<file path="config.mk">
export PLATFORM = sky130hd
export DESIGN_NAME = escape_stuffer_packetizer_unit
export DESIGN_NICKNAME = d
export VERILOG_FILES = /design/src/hdl/esp_pkg.sv /design/src/hdl/escape_stuffer_packetizer_unit.sv /design/src/hdl/esp_cfg_regs.sv /design/src/hdl/esp_framer.sv
export SDC_FILE = /design/constraint.sdc
export NUM_CORES = 1
export LEC_CHECK = 0
export BUFFER_PORTS_ARGS = -buffer_cell sky130_fd_sc_hd__buf_2
export CAP_MARGIN = 30
export CELL_PAD_IN_SITES_DETAIL_PLACEMENT = 0
export CELL_PAD_IN_SITES_GLOBAL_PLACEMENT = 2
export CORE_AREA = 2 2 98 100
export DETAILED_ROUTE_END_ITERATION = 12
export DIE_AREA = 0 0 100 102
export PLACE_DENSITY_LB_ADDON = 0.1
export SYNTH_ARGS = -nofsm -noshare
export SYNTH_HDL_FRONTEND = slang
export SYNTH_SLANG_ARGS = --single-unit
</file>
<file path="constraint.sdc">
create_clock -name aclk -period 2.35 [get_ports aclk]
set_input_delay 0.1175 -clock aclk [delete_from_list [all_inputs] [get_ports aclk]]
set_output_delay 0.1175 -clock aclk [all_outputs]
set_load 0.02 [all_outputs]
</file>
<file path="src/hdl/esp_pkg.sv">
// Shared constants and types for the escape stuffer packetizer.
// No dependencies; imported by every module of the block.
`default_nettype none

package esp_pkg;

    // Transfer size in bytes, and the width of the fill counter.
    localparam int PACKET_BYTES = 64;
    localparam int CNT_W        = 6;

    localparam logic [7:0] ESCAPE_RESET = 8'h1b;
    localparam logic [7:0] END_RESET    = 8'h04;

    // Register indexes, taken from paddr[2].
    localparam logic REG_ESCAPE = 1'b0;
    localparam logic REG_END    = 1'b1;

    localparam int ADDR_W = 3;

    // Input word kinds.
    localparam logic KIND_DATA = 1'b0;
    localparam logic KIND_END  = 1'b1;

    typedef struct packed {
        logic [7:0] escape_code;
        logic [7:0] end_code;
    } cfg_t;

endpackage

`default_nettype wire

</file>
<file path="src/hdl/escape_stuffer_packetizer_unit.sv">
// Escape byte stuffer with transfer packetizer, top level.
// A word accepted into the input register passes on to the output register.
// Throughput: one input word per cycle while m_ready is high; a word that needs
// escaping emits two bytes and holds the next word back, as the single output
// register emits one byte per cycle.
// Reset (aresetn, synchronous, active low) empties all stages, clears the fill
// counter and loads the escape and end codes with 0x1b and 0x04.
`default_nettype none

module escape_stuffer_packetizer_unit import esp_pkg::*; (
    input  wire logic              aclk,
    input  wire logic              aresetn,
    input  wire logic              psel,
    input  wire logic              penable,
    input  wire logic              pwrite,
    input  wire logic [ADDR_W-1:0] paddr,
    input  wire logic [31:0]       pwdata,
    output logic      [31:0]       prdata,
    output logic                   pready,
    input  wire logic              s_valid,
    output logic                   s_ready,
    input  wire logic              s_kind,
    input  wire logic [7:0]        s_data_byte,
    output logic                   m_valid,
    input  wire logic              m_ready,
    output logic [7:0]             m_out_byte,
    output logic                   m_packet_end,
    output logic                   m_run_last
);

    cfg_t cfg;

    esp_cfg_regs u_cfg_regs (
        .aclk    (aclk),
        .aresetn (aresetn),
        .psel    (psel),
        .penable (penable),
        .pwrite  (pwrite),
        .paddr   (paddr),
        .pwdata  (pwdata),
        .prdata  (prdata),
        .pready  (pready),
        .cfg     (cfg)
    );

    esp_framer u_framer (
        .aclk         (aclk),
        .aresetn      (aresetn),
        .cfg          (cfg),
        .s_valid      (s_valid),
        .s_ready      (s_ready),
        .s_kind       (s_kind),
        .s_data_byte  (s_data_byte),
        .m_valid      (m_valid),
        .m_ready      (m_ready),
        .m_out_byte   (m_out_byte),
        .m_packet_end (m_packet_end),
        .m_run_last   (m_run_last)
    );

endmodule

`default_nettype wire

</file>
<file path="src/hdl/esp_cfg_regs.sv">
// APB register file holding the escape and end codes.
// Depends on esp_pkg.
`default_nettype none

module esp_cfg_regs import esp_pkg::*; (
    input  wire logic              aclk,
    input  wire logic              aresetn,
    input  wire logic              psel,
    input  wire logic              penable,
    input  wire logic              pwrite,
    input  wire logic [ADDR_W-1:0] paddr,
    input  wire logic [31:0]       pwdata,
    output logic      [31:0]       prdata,
    output logic                   pready,
    output cfg_t                   cfg
);

    cfg_t cfg_reg;
    logic wr_en;

    assign pready = 1'b1;
    assign wr_en  = psel && penable && pwrite;
    assign cfg    = cfg_reg;

    always_ff @(posedge aclk) begin
        if (!aresetn) begin
            cfg_reg.escape_code <= ESCAPE_RESET;
            cfg_reg.end_code    <= END_RESET;
        end else if (wr_en) begin
            case (paddr[2])
                REG_ESCAPE: cfg_reg.escape_code <= pwdata[7:0];
                REG_END:    cfg_reg.end_code    <= pwdata[7:0];
                default:    cfg_reg.end_code    <= pwdata[7:0];
            endcase
        end
    end

    always_comb begin
        case (paddr[2])
            REG_ESCAPE: prdata = {24'd0, cfg_reg.escape_code};
            REG_END:    prdata = {24'd0, cfg_reg.end_code};
            default:    prdata = 32'd0;
        endcase
    end

endmodule

`default_nettype wire

</file>
<file path="src/hdl/esp_framer.sv">
// Stuffing and packetizing datapath: input register, pending escaped byte,
// fill counter and output register. Depends on esp_pkg.
`default_nettype none

module esp_framer import esp_pkg::*; (
    input  wire logic       aclk,
    input  wire logic       aresetn,
    input  cfg_t            cfg,
    input  wire logic       s_valid,
    output logic            s_ready,
    input  wire logic       s_kind,
    input  wire logic [7:0] s_data_byte,
    output logic            m_valid,
    input  wire logic       m_ready,
    output logic [7:0]      m_out_byte,
    output logic            m_packet_end,
    output logic            m_run_last
);

    logic             in_valid_reg, in_valid_next;
    logic             in_kind_reg;
    logic [7:0]       in_byte_reg;
    logic             pend_valid_reg, pend_valid_next;
    logic [7:0]       pend_byte_reg, pend_byte_next;
    logic [CNT_W-1:0] fill_reg, fill_next;
    logic             out_valid_reg, out_valid_next;
    logic [7:0]       out_byte_reg, out_byte_next;
    logic             out_end_reg, out_end_next;
    logic             out_last_reg, out_last_next;

    logic             out_free;
    logic             in_consume;
    logic             emit;
    logic             emit_force;
    logic             needs_escape;
    logic [CNT_W:0]   count_inc;
    logic             closes;

    assign out_free   = !out_valid_reg || m_ready;
    assign in_consume = out_free && !pend_valid_reg && in_valid_reg;
    assign s_ready    = !in_valid_reg || in_consume;

    assign needs_escape = (in_kind_reg == KIND_DATA) &&
                          ((in_byte_reg == cfg.escape_code) ||
                           (in_byte_reg == cfg.end_code));

    // The pending second byte of an escape pair always goes out before the
    // next input word is looked at, so bytes leave in order.
    always_comb begin
        emit            = 1'b0;
        emit_force      = 1'b0;
        out_byte_next   = out_byte_reg;
        out_last_next   = out_last_reg;
        pend_valid_next = pend_valid_reg;
        pend_byte_next  = pend_byte_reg;
        if (out_free && pend_valid_reg) begin
            emit            = 1'b1;
            out_byte_next   = pend_byte_reg;
            out_last_next   = 1'b1;
            pend_valid_next = 1'b0;
        end else if (in_consume) begin
            emit = 1'b1;
            if (in_kind_reg == KIND_END) begin
                emit_force    = 1'b1;
                out_byte_next = cfg.end_code;
                out_last_next = 1'b1;
            end else if (needs_escape) begin
                out_byte_next   = cfg.escape_code;
                out_last_next   = 1'b0;
                pend_valid_next = 1'b1;
                pend_byte_next  = in_byte_reg;
            end else begin
                out_byte_next = in_byte_reg;
                out_last_next = 1'b1;
            end
        end
    end

    assign count_inc = {1'b0, fill_reg} + (CNT_W+1)'(1);
    assign closes    = (count_inc >= (CNT_W+1)'(PACKET_BYTES)) || emit_force;

    always_comb begin
        fill_next      = fill_reg;
        out_end_next   = out_end_reg;
        out_valid_next = out_valid_reg && !m_ready;
        if (emit) begin
            out_valid_next = 1'b1;
            out_end_next   = closes;
            fill_next      = closes ? '0 : count_inc[CNT_W-1:0];
        end
    end

    always_comb begin
        in_valid_next = in_valid_reg && !in_consume;
        if (s_valid && s_ready) begin
            in_valid_next = 1'b1;
        end
    end

    always_ff @(posedge aclk) begin
        if (!aresetn) begin
            in_valid_reg   <= 1'b0;
            pend_valid_reg <= 1'b0;
            out_valid_reg  <= 1'b0;
            fill_reg       <= '0;
        end else begin
            in_valid_reg   <= in_valid_next;
            pend_valid_reg <= pend_valid_next;
            out_valid_reg  <= out_valid_next;
            fill_reg       <= fill_next;
        end
    end

    always_ff @(posedge aclk) begin
        if (s_valid && s_ready) begin
            in_kind_reg <= s_kind;
            in_byte_reg <= s_data_byte;
        end
        pend_byte_reg <= pend_byte_next;
        out_byte_reg  <= out_byte_next;
        out_end_reg   <= out_end_next;
        out_last_reg  <= out_last_next;
    end

    assign m_valid      = out_valid_reg;
    assign m_out_byte   = out_byte_reg;
    assign m_packet_end = out_end_reg;
    assign m_run_last   = out_last_reg;

endmodule

`default_nettype wire
</file>
==> results of run 1 <==
final cells by class:
cell class	instances	area, um2	area share [%]
clock buffer	8	80.1	2.69
timing repair buffer	56	333	11.2
tap	111	139	4.67
inverter	2	7.51	0.252
multi-input combinational	188	1110	37.5
sequential	52	1300	43.7
path summary, 6_finish.rpt:
kind / start / to / slack [ns] / cells after the start
max: u_framer.in_byte_reg[4] / u_framer.pend_byte_reg[1] / 0.48 / 5
min: pwdata[4] / u_cfg_regs.cfg[12] / 0.05 / 3
max reg2reg: u_framer.in_byte_reg[4] / u_framer.pend_byte_reg[1] / 0.48 / 5
min reg2reg: u_framer.fill_reg[1] / u_framer.fill_reg[1] / 0.50 / 2
stage by stage:
step | instances | hold WS [ns] | util (%)
2_1_floorplan | 277 | 0.216 | -
3_3_place_gp | 400 | 0.296 | 30.8
3_5_place_dp | 400 | 0.298 | 30.8
4_1_cts | 417 | 0.0322 | 32.7
5_1_grt | 417 | 0.0418 | 32.7
6_report | 417 | 0.0491 | 32.7
logic make-up after synthesis:
logic type                 after synthesis
DFF                                     52
and+or+nand+nor                         82
adders and majority gates                1
buffers and inverters                   37
other                                    2
AOI/OAI and AO/OA                       43
muxes                                   16
xor gates and xnor gates                21
power by group:
| group | switching (mW) | internal [mW] | leakage (nW) | total [mW] |
|---|---|---|---|---|
| clock network | 0.283 | 0.213 | 0.0395 | 0.496 |
| logic | 0.127 | 0.0837 | 0.626 | 0.211 |
| registers | 0.0293 | 0.982 | 0.457 | 1.01 |
| total | 0.439 | 1.28 | 1.12 | 1.72 |
cells in the mapped netlist:
library cell / count
sky130_fd_sc_hd__o31a_1: 1
sky130_fd_sc_hd__o22ai_1: 4
sky130_fd_sc_hd__inv_1: 2
sky130_fd_sc_hd__nand2b_1: 2
sky130_fd_sc_hd__conb_1: 2
sky130_fd_sc_hd__nand3_1: 8
sky130_fd_sc_hd__buf_4: 25
sky130_fd_sc_hd__o21ai_0: 9
sky130_fd_sc_hd__buf_1: 1
sky130_fd_sc_hd__and4_1: 1
sky130_fd_sc_hd__xor2_1: 2
sky130_fd_sc_hd__buf_2: 3
sky130_fd_sc_hd__buf_6: 1
sky130_fd_sc_hd__dfxtp_1: 26
sky130_fd_sc_hd__nand2_1: 36
sky130_fd_sc_hd__nor2_1: 14
sky130_fd_sc_hd__a21oi_1: 15
sky130_fd_sc_hd__a21boi_0: 12
sky130_fd_sc_hd__xnor2_1: 19
sky130_fd_sc_hd__clkbuf_1: 5
sky130_fd_sc_hd__a31o_2: 1
sky130_fd_sc_hd__nor2_2: 1
sky130_fd_sc_hd__nor2b_1: 3
sky130_fd_sc_hd__or2_2: 3
sky130_fd_sc_hd__nand3b_1: 5
sky130_fd_sc_hd__nand4_1: 5
sky130_fd_sc_hd__and4b_4: 1
sky130_fd_sc_hd__mux2i_1: 8
sky130_fd_sc_hd__and2_1: 2
sky130_fd_sc_hd__mux2_2: 8
sky130_fd_sc_hd__o21a_1: 1
sky130_fd_sc_hd__ha_1: 1
sky130_fd_sc_hd__edfxtp_1: 26
sky130_fd_sc_hd__or3_1: 1
worst register-to-register path, delay by kind of cell (launching register included):
family | cells | cell delay, ns
buffers and inverters | 1 | 0.23
AOI/OAI and AO/OA | 1 | 0.18
and+or+nand+nor | 2 | 0.51
xor gates and xnor gates | 1 | 0.19
DFF | 1 | 0.47
metal layers:
metal | vias to the layer above | track usage (%) | share of wire (%)
met5 | - | 0 | 0
li1 | 926 | - | -
met2 | 51 | 18.4 | 44
met3 | 4 | 2.67 | 5.2
met4 | 0 | 3.79 | 1.1
met1 | 801 | 16.5 | 50
==> flow_metrics.env, run 1 <==
export IMPL_synth_seq_cells=52
export IMPL_yosys_cell_types_count=34
export IMPL_drc=0
export IMPL_synth_top_cells_by_area="sky130_fd_sc_hd__edfxtp_1 30%, sky130_fd_sc_hd__dfxtp_1 20%, sky130_fd_sc_hd__buf_4 7.3%, sky130_fd_sc_hd__xnor2_1 6.5%, sky130_fd_sc_hd__nand2_1 5.3%"
export IMPL_timing_clock_skew_ns=0.00259
export IMPL_post_drt_wl_per_cell_um=13.7
export IMPL_route_detailed_vias_per_inst=4.27
export IMPL_synthesis_instances=254
export IMPL_global_route_usage_total_pct=11.8
export IMPL_die_w_um=100
export IMPL_synth_compound_area_share_pct=10.1
export IMPL_drive_gt1_share_pct=21.6
export IMPL_cpMaxStageDelayCell="sky130_fd_sc_hd__edfxtp_1"
export IMPL_timing_worst_setup_path_type="reg2reg"
export IMPL_setup_crit_start_kind="flop"
export IMPL_critPathTopFamily="simple AND/OR/NAND/NOR gates"
export IMPL_max_cap_viol_count=0
export IMPL_power_density_cell_area_mw_per_mm2=577
export IMPL_achievable_frequency_ghz=0.535
export IMPL_slowest_delay_ns=0.47
export IMPL_finalWeightedCongestion=0.691
export IMPL_detailed_place_hpwl_mm=4.33
export IMPL_worstSkewPairLatency_ns=0.30
export IMPL_worstPathArrival_ns=1.87
export IMPL_initial_core_util_pct=28.3
export IMPL_num_fill_cells=974
export IMPL_crit_path_max_fanout=10
export IMPL_synth_fa_ha_area_share_pct=0.486
export IMPL_tritoncts="done"
export IMPL_dr_first_iter_drc_count=41
export IMPL_post_synth_cell_area_avg_um2=10.1
export IMPL_synth_seq_area_share_pct=50.6
export IMPL_postCtsSetupBuffers=0
export IMPL_path_cells="xnor2_1 > nand4_1 > o22ai_1 > buf_4 > and4b_4"
export IMPL_synth_simple_gate_area_share_pct=15.3
export IMPL_mostFrequentLayoutCell="sky130_fd_sc_hd__buf_2"
export IMPL_count_of_vias_placed_by_the_detailed_router=1782
export IMPL_yosysWarningCount=0
export IMPL_overall_overflow_remaining_after_global_route=0
export IMPL_wirelength_mm=5.70
export IMPL_layout_setup_ws_ns=0.480
export IMPL_setup_tns_ns=0
export IMPL_slew_limit_headroom_pct=58.1
export IMPL_grt_start_max_net_pins=21
export IMPL_syn_to_final_growth_pct=15.6
export IMPL_place_area_mm2=0.00281
export IMPL_n_antenna_cell=0
export IMPL_placement_setup_worst_slack_ns=0.470
export IMPL_via_count_of_the_first_global_routing_pass=1795
export IMPL_clkSinkCount=52
export IMPL_number_of_detailed_routing_iterations_run_before_antenna_repair=4
export IMPL_i_o_buffers=44
export IMPL_post_route_period_util_pct=79.6
export IMPL_min_delay_path_class="in2reg"
export IMPL_critPathBufInv=1
export IMPL_die_area_mm2=0.0102
export IMPL_synth_top_family_by_area="simple AND/OR/NAND/NOR gates"
export IMPL_clkTransAtPathRegs_ns=0.09
export IMPL_worst_endpoint_required_ns=2.35
export IMPL_clock_path_buffers=2
export IMPL_fp_coreArea_mm2=0.00911
export IMPL_buffer_type_at_the_clock_tree_root="sky130_fd_sc_hd__clkbuf_8"
export IMPL_num_rows=35
export IMPL_chipHeight_um=102
export IMPL_timing_final_crit_period_ns=1.87
export IMPL_ctsHtreeMaxLevel=2
export IMPL_rsz0062_at_grt="no"
export IMPL_synth_area_mux_share_pct=6.61
export IMPL_parity_gate_share_of_the_synthesized_area_counting_xor_and_xnor_cells_pct=7.15
export IMPL_antenna_found_initial=0
export IMPL_design_portCount=96
export IMPL_final_nets=357
export IMPL_final_max_slew_violation_count=0
export IMPL_final_cell_mix="44 x sky130_fd_sc_hd__buf_2, 36 x sky130_fd_sc_hd__nand2_1, 26 x sky130_fd_sc_hd__dfxtp_1, 26 x sky130_fd_sc_hd__edfxtp_1, 25 x sky130_fd_sc_hd__conb_1"
export IMPL_synth_top_area_cell="sky130_fd_sc_hd__edfxtp_1"
export IMPL_outcome="completed"
export IMPL_p_total_mw=1.72
export IMPL_grt_pass1_wl_mm=9.23
export IMPL_peak_vdd_ir_v=0.000203
export IMPL_netlist_area_leader_share_pct=30.3
export IMPL_final_hold_violation_count=0
export IMPL_cts_inserted_buffers=5
export IMPL_largest_reg_flops=16
export IMPL_synth_area_mm2=0.00257
export IMPL_cellLeakagePower_nw=1.12
export IMPL_timing_worst_slew_pin_value_ns=0.626
export IMPL_postLayoutCellArea_mm2=0.00298
export IMPL_cts_hold_repair_buffers=9
export IMPL_route_antenna_remaining_nets=0
export IMPL_end_kind="flop"
export IMPL_cts_resized=0
export IMPL_setup_viol=0
Note: power is estimated with default switching activity, not from simulation.
==> run 2: changes to the inputs <==
--- a/config.mk
+++ b/config.mk
@@ -5,13 +5,14 @@
 export SDC_FILE = /design/constraint.sdc
 export NUM_CORES = 1
 export LEC_CHECK = 0
+export ABC_AREA = 1
 export BUFFER_PORTS_ARGS = -buffer_cell sky130_fd_sc_hd__buf_2
 export CAP_MARGIN = 30
 export CELL_PAD_IN_SITES_DETAIL_PLACEMENT = 0
 export CELL_PAD_IN_SITES_GLOBAL_PLACEMENT = 2
-export CORE_AREA = 2 2 98 100
+export CORE_AREA = 2 2 102 104
 export DETAILED_ROUTE_END_ITERATION = 12
-export DIE_AREA = 0 0 100 102
+export DIE_AREA = 0 0 104 106
 export PLACE_DENSITY_LB_ADDON = 0.1
 export SYNTH_ARGS = -nofsm -noshare
 export SYNTH_HDL_FRONTEND = slang
==> constraint.sdc (replaced) <==
create_clock -name aclk -period 1.8 [get_ports aclk]
set_input_delay 0.09 -clock aclk [delete_from_list [all_inputs] [get_ports aclk]]
set_output_delay 0.09 -clock aclk [all_outputs]
set_load 0.02 [all_outputs]
==> run 2 against run 1 <==
Via count increased by 17%. First-iteration DRC count increased by 130%. Synthesized area increased by 6.5%. Count of clock-buffer cells in the layout decreased by 3. Die area increased by 8.1%. Sequential cell count unchanged. Synthesized cell count increased by 24%. Clock skew increased by 0.0044 ns. Setup slack got worse by 0.39 ns.
==> flow_metrics.env, run 2 <==
export IMPL_utilization_pct=33.9
export IMPL_r2r_start="u_framer.in_byte_reg[2]"
export IMPL_max_cap_viol_count=0
export IMPL_timing_clock_skew_ns=0.00697
export IMPL_internal_power_mw=1.68
export IMPL_worst_endpoint_required_ns=1.83
export IMPL_global_route_usage_total_pct=12.5
export IMPL_chipHeight_um=106
export IMPL_crit_path_max_fanout=6
export IMPL_timing_hold_worst_path_depth=3
export IMPL_footprint_of_the_flip_flops_and_latches_mm2=0.00130
export IMPL_synth_edf_count=26
export IMPL_timing_final_crit_period_ns=1.71
export IMPL_num_rows=37
export IMPL_grt_start_max_net_pins=18
export IMPL_netlist_area_leader_share_pct=28.5
export IMPL_die_w_um=104
export IMPL_pwr_share_comb_pct=15.2
export IMPL_dr_first_iter_drc_count=94
export IMPL_drc=0
export IMPL_p_sw_uw=661
export IMPL_synth_seq_area_share_pct=47.5
export IMPL_wirelength_mm=6.53
export IMPL_initial_core_util_pct=27.4
export IMPL_synth_top_area_cell="sky130_fd_sc_hd__edfxtp_1"
export IMPL_clkTransAtPathRegs_ns=0.09
export IMPL_yosys_most_used_dff="sky130_fd_sc_hd__edfxtp_1"
export IMPL_yosys_cell_types_count=34
export IMPL_drive_gt1_share_pct=30.4
export IMPL_synth_most_common_cell="sky130_fd_sc_hd__nand2_1"
export IMPL_post_route_period_util_pct=94.8
export IMPL_multi_input_comb_area_mm2=0.00121
export IMPL_number_of_detailed_routing_iterations_run_before_antenna_repair=4
export IMPL_seq_power_share_pct=56.4
export IMPL_synth_top_cells_by_area="sky130_fd_sc_hd__edfxtp_1 28%, sky130_fd_sc_hd__dfxtp_1 19%, sky130_fd_sc_hd__nand2_1 10%, sky130_fd_sc_hd__buf_4 7.1%, sky130_fd_sc_hd__nand3_1 3.8%"
export IMPL_mostFrequentLayoutCell="sky130_fd_sc_hd__nand2_1"
export IMPL_n_antenna_cell=0
export IMPL_grt_pass1_wl_mm=10.8
export IMPL_capturing_point_of_the_worst_reg2reg_path="u_framer.pend_byte_reg[2]"
export IMPL_post_drt_wl_per_cell_um=12.4
export IMPL_power_density_cell_area_mw_per_mm2=691
export IMPL_design_portCount=96
export IMPL_i_o_buffers=44
export IMPL_synth_area_mm2=0.00274
export IMPL_clock_path_buffers=2
export IMPL_swShare_pct=28.2
export IMPL_synth_cells_most_frequent="73 x sky130_fd_sc_hd__nand2_1, 26 x sky130_fd_sc_hd__buf_4, 26 x sky130_fd_sc_hd__dfxtp_1, 26 x sky130_fd_sc_hd__edfxtp_1, 24 x sky130_fd_sc_hd__nor2_1"
export IMPL_die_area_mm2=0.0110
export IMPL_largest_reg_flops=16
export IMPL_timing_worst_slew_pin_value_ns=0.702
export IMPL_outcome="completed"
export IMPL_final_hold_violation_count=0
export IMPL_tritoncts="done"
export IMPL_yosysWarningCount=0
export IMPL_ctsHtreeMaxLevel=2
export IMPL_timing_worst_setup_path_type="reg2reg"
export IMPL_synth_seq_cells=52
export IMPL_peak_vdd_ir_v=0.000262
export IMPL_antenna_found_initial=0
export IMPL_min_delay_start="pwdata[3]"
export IMPL_end_kind="flop"
export IMPL_count_of_vias_placed_by_the_detailed_router=2086
export IMPL_fp_coreArea_mm2=0.0100
export IMPL_cellLeakagePower_nw=1.53
export IMPL_synthesis_instances=316
export IMPL_timing_reg2reg_setup_slack_ns=0.09
export IMPL_syn_to_final_growth_pct=23.7
export IMPL_layout_setup_ws_ns=0.0933
export IMPL_achievable_frequency_ghz=0.586
export IMPL_hold_ws_ns=0.0250
export IMPL_rsz0062_at_grt="yes"
export IMPL_final_nets=443
export IMPL_num_fill_cells=1088
export IMPL_worst_hold_path_endpoint="u_cfg_regs.cfg[11]"
export IMPL_post_synth_cell_area_avg_um2=8.67
export IMPL_synth_async_sr_flop_share_pct=0
export IMPL_worstRegToRegCells=8
export IMPL_detailed_place_hpwl_mm=5.16
export IMPL_worstSkewPairLatency_ns=0.31
export IMPL_postLayoutCellArea_mm2=0.00339
export IMPL_via_count_of_the_first_global_routing_pass=1977
export IMPL_setup_crit_start_kind="flop"
export IMPL_setup_tns_ns=0
export IMPL_worstPathArrival_ns=1.74
export IMPL_buffer_type_at_the_clock_tree_root="sky130_fd_sc_hd__clkbuf_8"
export IMPL_min_delay_path_class="in2reg"
export IMPL_route_detailed_vias_per_inst=3.95
export IMPL_finalWeightedCongestion=0.724
export IMPL_clockPowerShare_pct=28.4
export IMPL_final_cell_mix="73 x sky130_fd_sc_hd__nand2_1, 44 x sky130_fd_sc_hd__buf_2, 26 x sky130_fd_sc_hd__dfxtp_1, 26 x sky130_fd_sc_hd__edfxtp_1, 25 x sky130_fd_sc_hd__conb_1"
export IMPL_route_antenna_remaining_nets=0
export IMPL_clkSinkCount=52
export IMPL_placement_setup_worst_slack_ns=0.0835
export IMPL_final_max_slew_violation_count=0
export IMPL_setup_viol=0
export IMPL_overall_overflow_remaining_after_global_route=0
export IMPL_place_area_mm2=0.00315
export IMPL_cts_inserted_buffers=5
export IMPL_slew_limit_headroom_pct=53.0
[run 2: worst max-delay path by stage]
| stage | start | end |
|---|---|---|
| 2_1_floorplan | u_framer.in_byte_reg[1] | u_framer.pend_byte_reg[0] |
| 3_3_place_gp | u_framer.in_byte_reg[1] | u_framer.pend_byte_reg[7] |
| 3_5_place_dp | u_framer.in_byte_reg[2] | u_framer.pend_byte_reg[7] |
| 4_1_cts | u_framer.in_byte_reg[2] | u_framer.pend_byte_reg[6] |
| 5_1_grt | u_framer.in_byte_reg[2] | u_framer.pend_byte_reg[2] |
| 6_report | u_framer.in_byte_reg[2] | u_framer.pend_byte_reg[2] |
[run 2: critical path: stages, from the launching register on]
cell and delay [ns]:
sky130_fd_sc_hd__edfxtp_1 0.52, sky130_fd_sc_hd__xnor2_1 0.21, sky130_fd_sc_hd__nand2_1 0.08, sky130_fd_sc_hd__nor2_2 0.15, sky130_fd_sc_hd__nand2_4 0.11, sky130_fd_sc_hd__nand2_8 0.09
sky130_fd_sc_hd__nand3_4 0.08, sky130_fd_sc_hd__inv_4 0.08, sky130_fd_sc_hd__buf_6 0.11
[run 2: logic make-up after synthesis]
| kind of cell | Yosys count | share of synthesized area (%) |
|---|---|---|
| muxes | 1 | 0.365 |
| other | 2 | 0.274 |
| AOI/OAI and AO/OA | 46 | 9.54 |
| adders and majority gates | 1 | 0.457 |
| and+or+nand+nor | 147 | 27.2 |
| xor gates and xnor gates | 9 | 2.88 |
| buffers and inverters | 58 | 11.8 |
| DFF | 52 | 47.5 |
[run 2: final cells by class]
| class | count | area share [%] |
|---|---|---|
| clock buffer | 5 | 2.03 |
| clock inverter | 3 | 0.406 |
| inverter | 27 | 3.29 |
| tap | 136 | 5.02 |
| sequential | 52 | 38.4 |
| multi-input combinational | 229 | 35.7 |
| timing repair buffer | 76 | 15.1 |
[run 2: timing repair]
item                       CTS  global route
setup endpoints to repair    0            12
buffers inserted             0             4
hold endpoints to repair    10             0
gates resized for setup      0             8
hold buffers                10             0
[run 2: power groups by stage]
stage / clock [mW] / sequential, mW / combinational [mW]
2_1_floorplan: 0 / 1.36 / 0.254
3_3_place_gp: 0 / 1.35 / 0.343
3_5_place_dp: 0 / 1.35 / 0.344
4_1_cts: 0.695 / 1.32 / 0.361
5_1_grt: 0.751 / 1.33 / 0.400
6_report: 0.665 / 1.32 / 0.356
[run 2: layer usage]
| layer | wire [um] | up-vias | global-route usage [%] | part of all wire, % |
|---|---|---|---|---|
| li1 | - | 1128 | - | - |
| met1 | 3390 | 905 | 17.9 | 52 |
| met2 | 2830 | 47 | 19.0 | 43 |
| met3 | 238 | 6 | 2.51 | 3.6 |
| met4 | 73 | 0 | 3.47 | 1.1 |
| met5 | 0 | - | 0 | 0 |
[run 2: per-stage QoR]
stage,total power [mW],std cells
5_1_grt,2.48,528
3_3_place_gp,1.69,506
6_report,2.34,528
4_1_cts,2.38,524
2_1_floorplan,1.61,339
3_5_place_dp,1.69,506
==> run 3: changes to the inputs <==
--- a/config.mk
+++ b/config.mk
@@ -10,9 +10,9 @@
 export CAP_MARGIN = 30
 export CELL_PAD_IN_SITES_DETAIL_PLACEMENT = 0
 export CELL_PAD_IN_SITES_GLOBAL_PLACEMENT = 2
-export CORE_AREA = 2 2 102 104
+export CORE_AREA = 2 2 118 91
 export DETAILED_ROUTE_END_ITERATION = 12
-export DIE_AREA = 0 0 104 106
+export DIE_AREA = 0 0 120 93
 export PLACE_DENSITY_LB_ADDON = 0.1
 export SYNTH_ARGS = -nofsm -noshare
 export SYNTH_HDL_FRONTEND = slang
==> run 3 against run 2 <==
Hold slack better by 0.0045 ns. Cell count up 1.7%. Clock power up 83%. Setup slack better by 0.042 ns. Highest routed layer unchanged. Sequential cell count unchanged. Combinational power up 6.7%. Fmax up 2.5%. Global-route usage up 0.73 points. Die area up 1.2%. Count of clock-buffer cells in the layout up 1.
==> flow_metrics.env, run 3 (synthesis results as in run 2) <==
export IMPL_global_route_usage_total_pct=13.2
export IMPL_clkSinkCount=52
export IMPL_num_fill_cells=1075
export IMPL_utilization_pct=35.6
export IMPL_swShare_pct=23.9
export IMPL_via_count_of_the_first_global_routing_pass=2046
export IMPL_pwr_share_comb_pct=13.0
export IMPL_clock_path_buffers=2
export IMPL_worstSkewPairLatency_ns=0.29
export IMPL_end_kind="flop"
export IMPL_final_nets=452
export IMPL_outcome="completed"
export IMPL_timing_hold_worst_path_depth=3
export IMPL_initial_core_util_pct=27.3
export IMPL_peak_vdd_ir_v=0.000321
export IMPL_worstPathArrival_ns=1.72
export IMPL_seq_power_share_pct=45.2
export IMPL_count_of_vias_placed_by_the_detailed_router=2185
export IMPL_timing_final_crit_period_ns=1.66
export IMPL_buffer_type_at_the_clock_tree_root="sky130_fd_sc_hd__clkbuf_16"
export IMPL_route_antenna_remaining_nets=0
export IMPL_setup_viol=0
export IMPL_post_route_period_util_pct=92.5
export IMPL_grt_start_max_net_pins=18
export IMPL_number_of_detailed_routing_iterations_run_before_antenna_repair=4
export IMPL_i_o_buffers=44
export IMPL_timing_reg2reg_setup_slack_ns=0.14
export IMPL_cellLeakagePower_nw=1.62
export IMPL_capturing_point_of_the_worst_reg2reg_path="u_framer.m_out_byte[6]"
export IMPL_p_sw_uw=697
export IMPL_r2r_start="u_framer.in_byte_reg[0]"
export IMPL_cts_inserted_buffers=5
export IMPL_internal_power_mw=2.23
export IMPL_clkTransAtPathRegs_ns=0.07
export IMPL_wirelength_mm=6.92
export IMPL_tritoncts="done"
export IMPL_drive_gt1_share_pct=32.9
export IMPL_mostFrequentLayoutCell="sky130_fd_sc_hd__nand2_1"
export IMPL_syn_to_final_growth_pct=30.4
export IMPL_final_cell_mix="69 x sky130_fd_sc_hd__nand2_1, 44 x sky130_fd_sc_hd__buf_2, 29 x sky130_fd_sc_hd__buf_4"
export IMPL_slew_limit_headroom_pct=51.1
export IMPL_timing_worst_slew_pin_value_ns=0.730
export IMPL_final_max_slew_violation_count=0
export IMPL_final_hold_violation_count=0
export IMPL_met3_routed_length_um=462
export IMPL_min_delay_start="pwdata[4]"
export IMPL_achievable_frequency_ghz=0.601
export IMPL_max_cap_viol_count=0
export IMPL_worst_hold_path_endpoint="u_cfg_regs.cfg[12]"
export IMPL_detailed_place_hpwl_mm=5.35
export IMPL_timing_worst_setup_path_type="reg2reg"
export IMPL_hold_ws_ns=0.0295
export IMPL_overall_overflow_remaining_after_global_route=0
export IMPL_grt_pass1_wl_mm=11.1
export IMPL_met2WireLength_mm=2.65
export IMPL_topRoutingLayerUsed="met4"
export IMPL_route_detailed_vias_per_inst=4.07
export IMPL_min_delay_path_class="in2reg"
export IMPL_dr_first_iter_drc_count=89
export IMPL_chipHeight_um=93
export IMPL_power_density_cell_area_mw_per_mm2=818
export IMPL_clockPowerShare_pct=41.8
export IMPL_worst_endpoint_required_ns=1.85
export IMPL_die_w_um=120
export IMPL_fp_coreArea_mm2=0.0100
export IMPL_design_portCount=96
export IMPL_timing_clock_skew_ns=0.00662
export IMPL_route_layer_met1_wl_mm=3.75
export IMPL_post_drt_wl_per_cell_um=12.9
export IMPL_n_antenna_cell=0
export IMPL_antenna_found_initial=0
export IMPL_setup_crit_start_kind="flop"
export IMPL_setup_tns_ns=0
export IMPL_ctsHtreeMaxLevel=2
export IMPL_worstRegToRegCells=12
export IMPL_drc=0
export IMPL_num_rows=32
export IMPL_finalWeightedCongestion=0.734
export IMPL_crit_path_max_fanout=5
export IMPL_largest_reg_flops=16
export IMPL_die_area_mm2=0.0112
-- run 3: changes by cell type in the layout (fill, tap and decap cells not counted), moves of 2 or more --
cell	delta
sky130_fd_sc_hd__clkinv_2	-2
sky130_fd_sc_hd__clkbuf_16	+5
sky130_fd_sc_hd__buf_6	-4
sky130_fd_sc_hd__clkbuf_8	-5
sky130_fd_sc_hd__bufinv_16	+2
sky130_fd_sc_hd__nand2_1	-4
sky130_fd_sc_hd__nand2_2	+4
sky130_fd_sc_hd__buf_4	+12
sky130_fd_sc_hd__buf_12	+2
-- run 3: power by group through the flow --
stage	registers [mW]	logic (mW)	clock network, mW
finish	1.32	0.380	1.22
detailed placement	1.35	0.349	0
floorplan	1.36	0.254	0
global route	1.33	0.426	1.31
CTS	1.32	0.365	1.26
global placement	1.35	0.349	0
-- run 3: per-layer routing --
layer,vias to the layer above,track usage [%]
met5,-,0
met4,0,2.94
met3,5,3.48
met2,66,18.0
met1,966,20.3
li1,1148,-
-- run 3: worst max-delay path by stage --
| stage | startpoint | endpoint | slack, ns | cells past startpoint |
|---|---|---|---|---|
| 6_report | u_framer.in_byte_reg[0] | u_framer.m_out_byte[6] | 0.14 | 12 |
| 5_1_grt | u_framer.in_byte_reg[0] | u_framer.m_out_byte[2] | -0.001 | 11 |
| 4_1_cts | u_framer.in_byte_reg[5] | u_framer.pend_byte_reg[2] | 0.04 | 10 |
| 3_5_place_dp | u_framer.in_byte_reg[5] | u_framer.pend_byte_reg[7] | 0.05 | 10 |
| 3_3_place_gp | u_framer.in_byte_reg[5] | u_framer.pend_byte_reg[6] | 0.07 | 10 |
| 2_1_floorplan | u_framer.in_byte_reg[1] | u_framer.pend_byte_reg[0] | 0.20 | 9 |
-- run 3: through the flow --
stage	total power, mW	area [um2]	setup WS [ns]	cells
floorplan	1.61	2830	0.197	339
global placement	1.70	3170	0.0739	509
detailed placement	1.70	3170	0.0531	509
CTS	2.95	3450	0.0419	526
global route	3.06	3570	-0.00114	537
finish	2.92	3570	0.135	537
-- run 3: cell type report --
| type | instances | area (um2) | share of cell area [%] |
|---|---|---|---|
| clock buffers | 6 | 129 | 3.61 |
| flip-flops and latches | 52 | 1300 | 36.4 |
| inverters | 27 | 109 | 3.05 |
| well taps | 136 | 170 | 4.76 |
| clock inverters | 2 | 60.1 | 1.68 |
| multi-input cells | 229 | 1220 | 34.0 |
| repair buffers | 85 | 588 | 16.5 |
-- run 3: timing repair --
| item | in CTS | in global routing |
|---|---|---|
| gates resized for setup | 0 | 6 |
| endpoints found under the hold margin | 9 | 0 |
| setup buffers | 0 | 11 |
| hold buffers | 9 | 0 |
| setup endpoints to repair | 0 | 13 |
-- run 3: worst max-delay path, cell delays in order, from the launching register on --
cell and delay [ns]:
sky130_fd_sc_hd__edfxtp_1 0.44, sky130_fd_sc_hd__buf_4 0.16, sky130_fd_sc_hd__nand2_1 0.05, sky130_fd_sc_hd__nand2_1 0.06, sky130_fd_sc_hd__nand2_2 0.06, sky130_fd_sc_hd__nor2_2 0.05
sky130_fd_sc_hd__nand2_4 0.11, sky130_fd_sc_hd__nand2_8 0.09, sky130_fd_sc_hd__buf_12 0.14, sky130_fd_sc_hd__nand2_2 0.04, sky130_fd_sc_hd__nand3_1 0.07, sky130_fd_sc_hd__nand2_2 0.10
sky130_fd_sc_hd__nand2_1 0.05
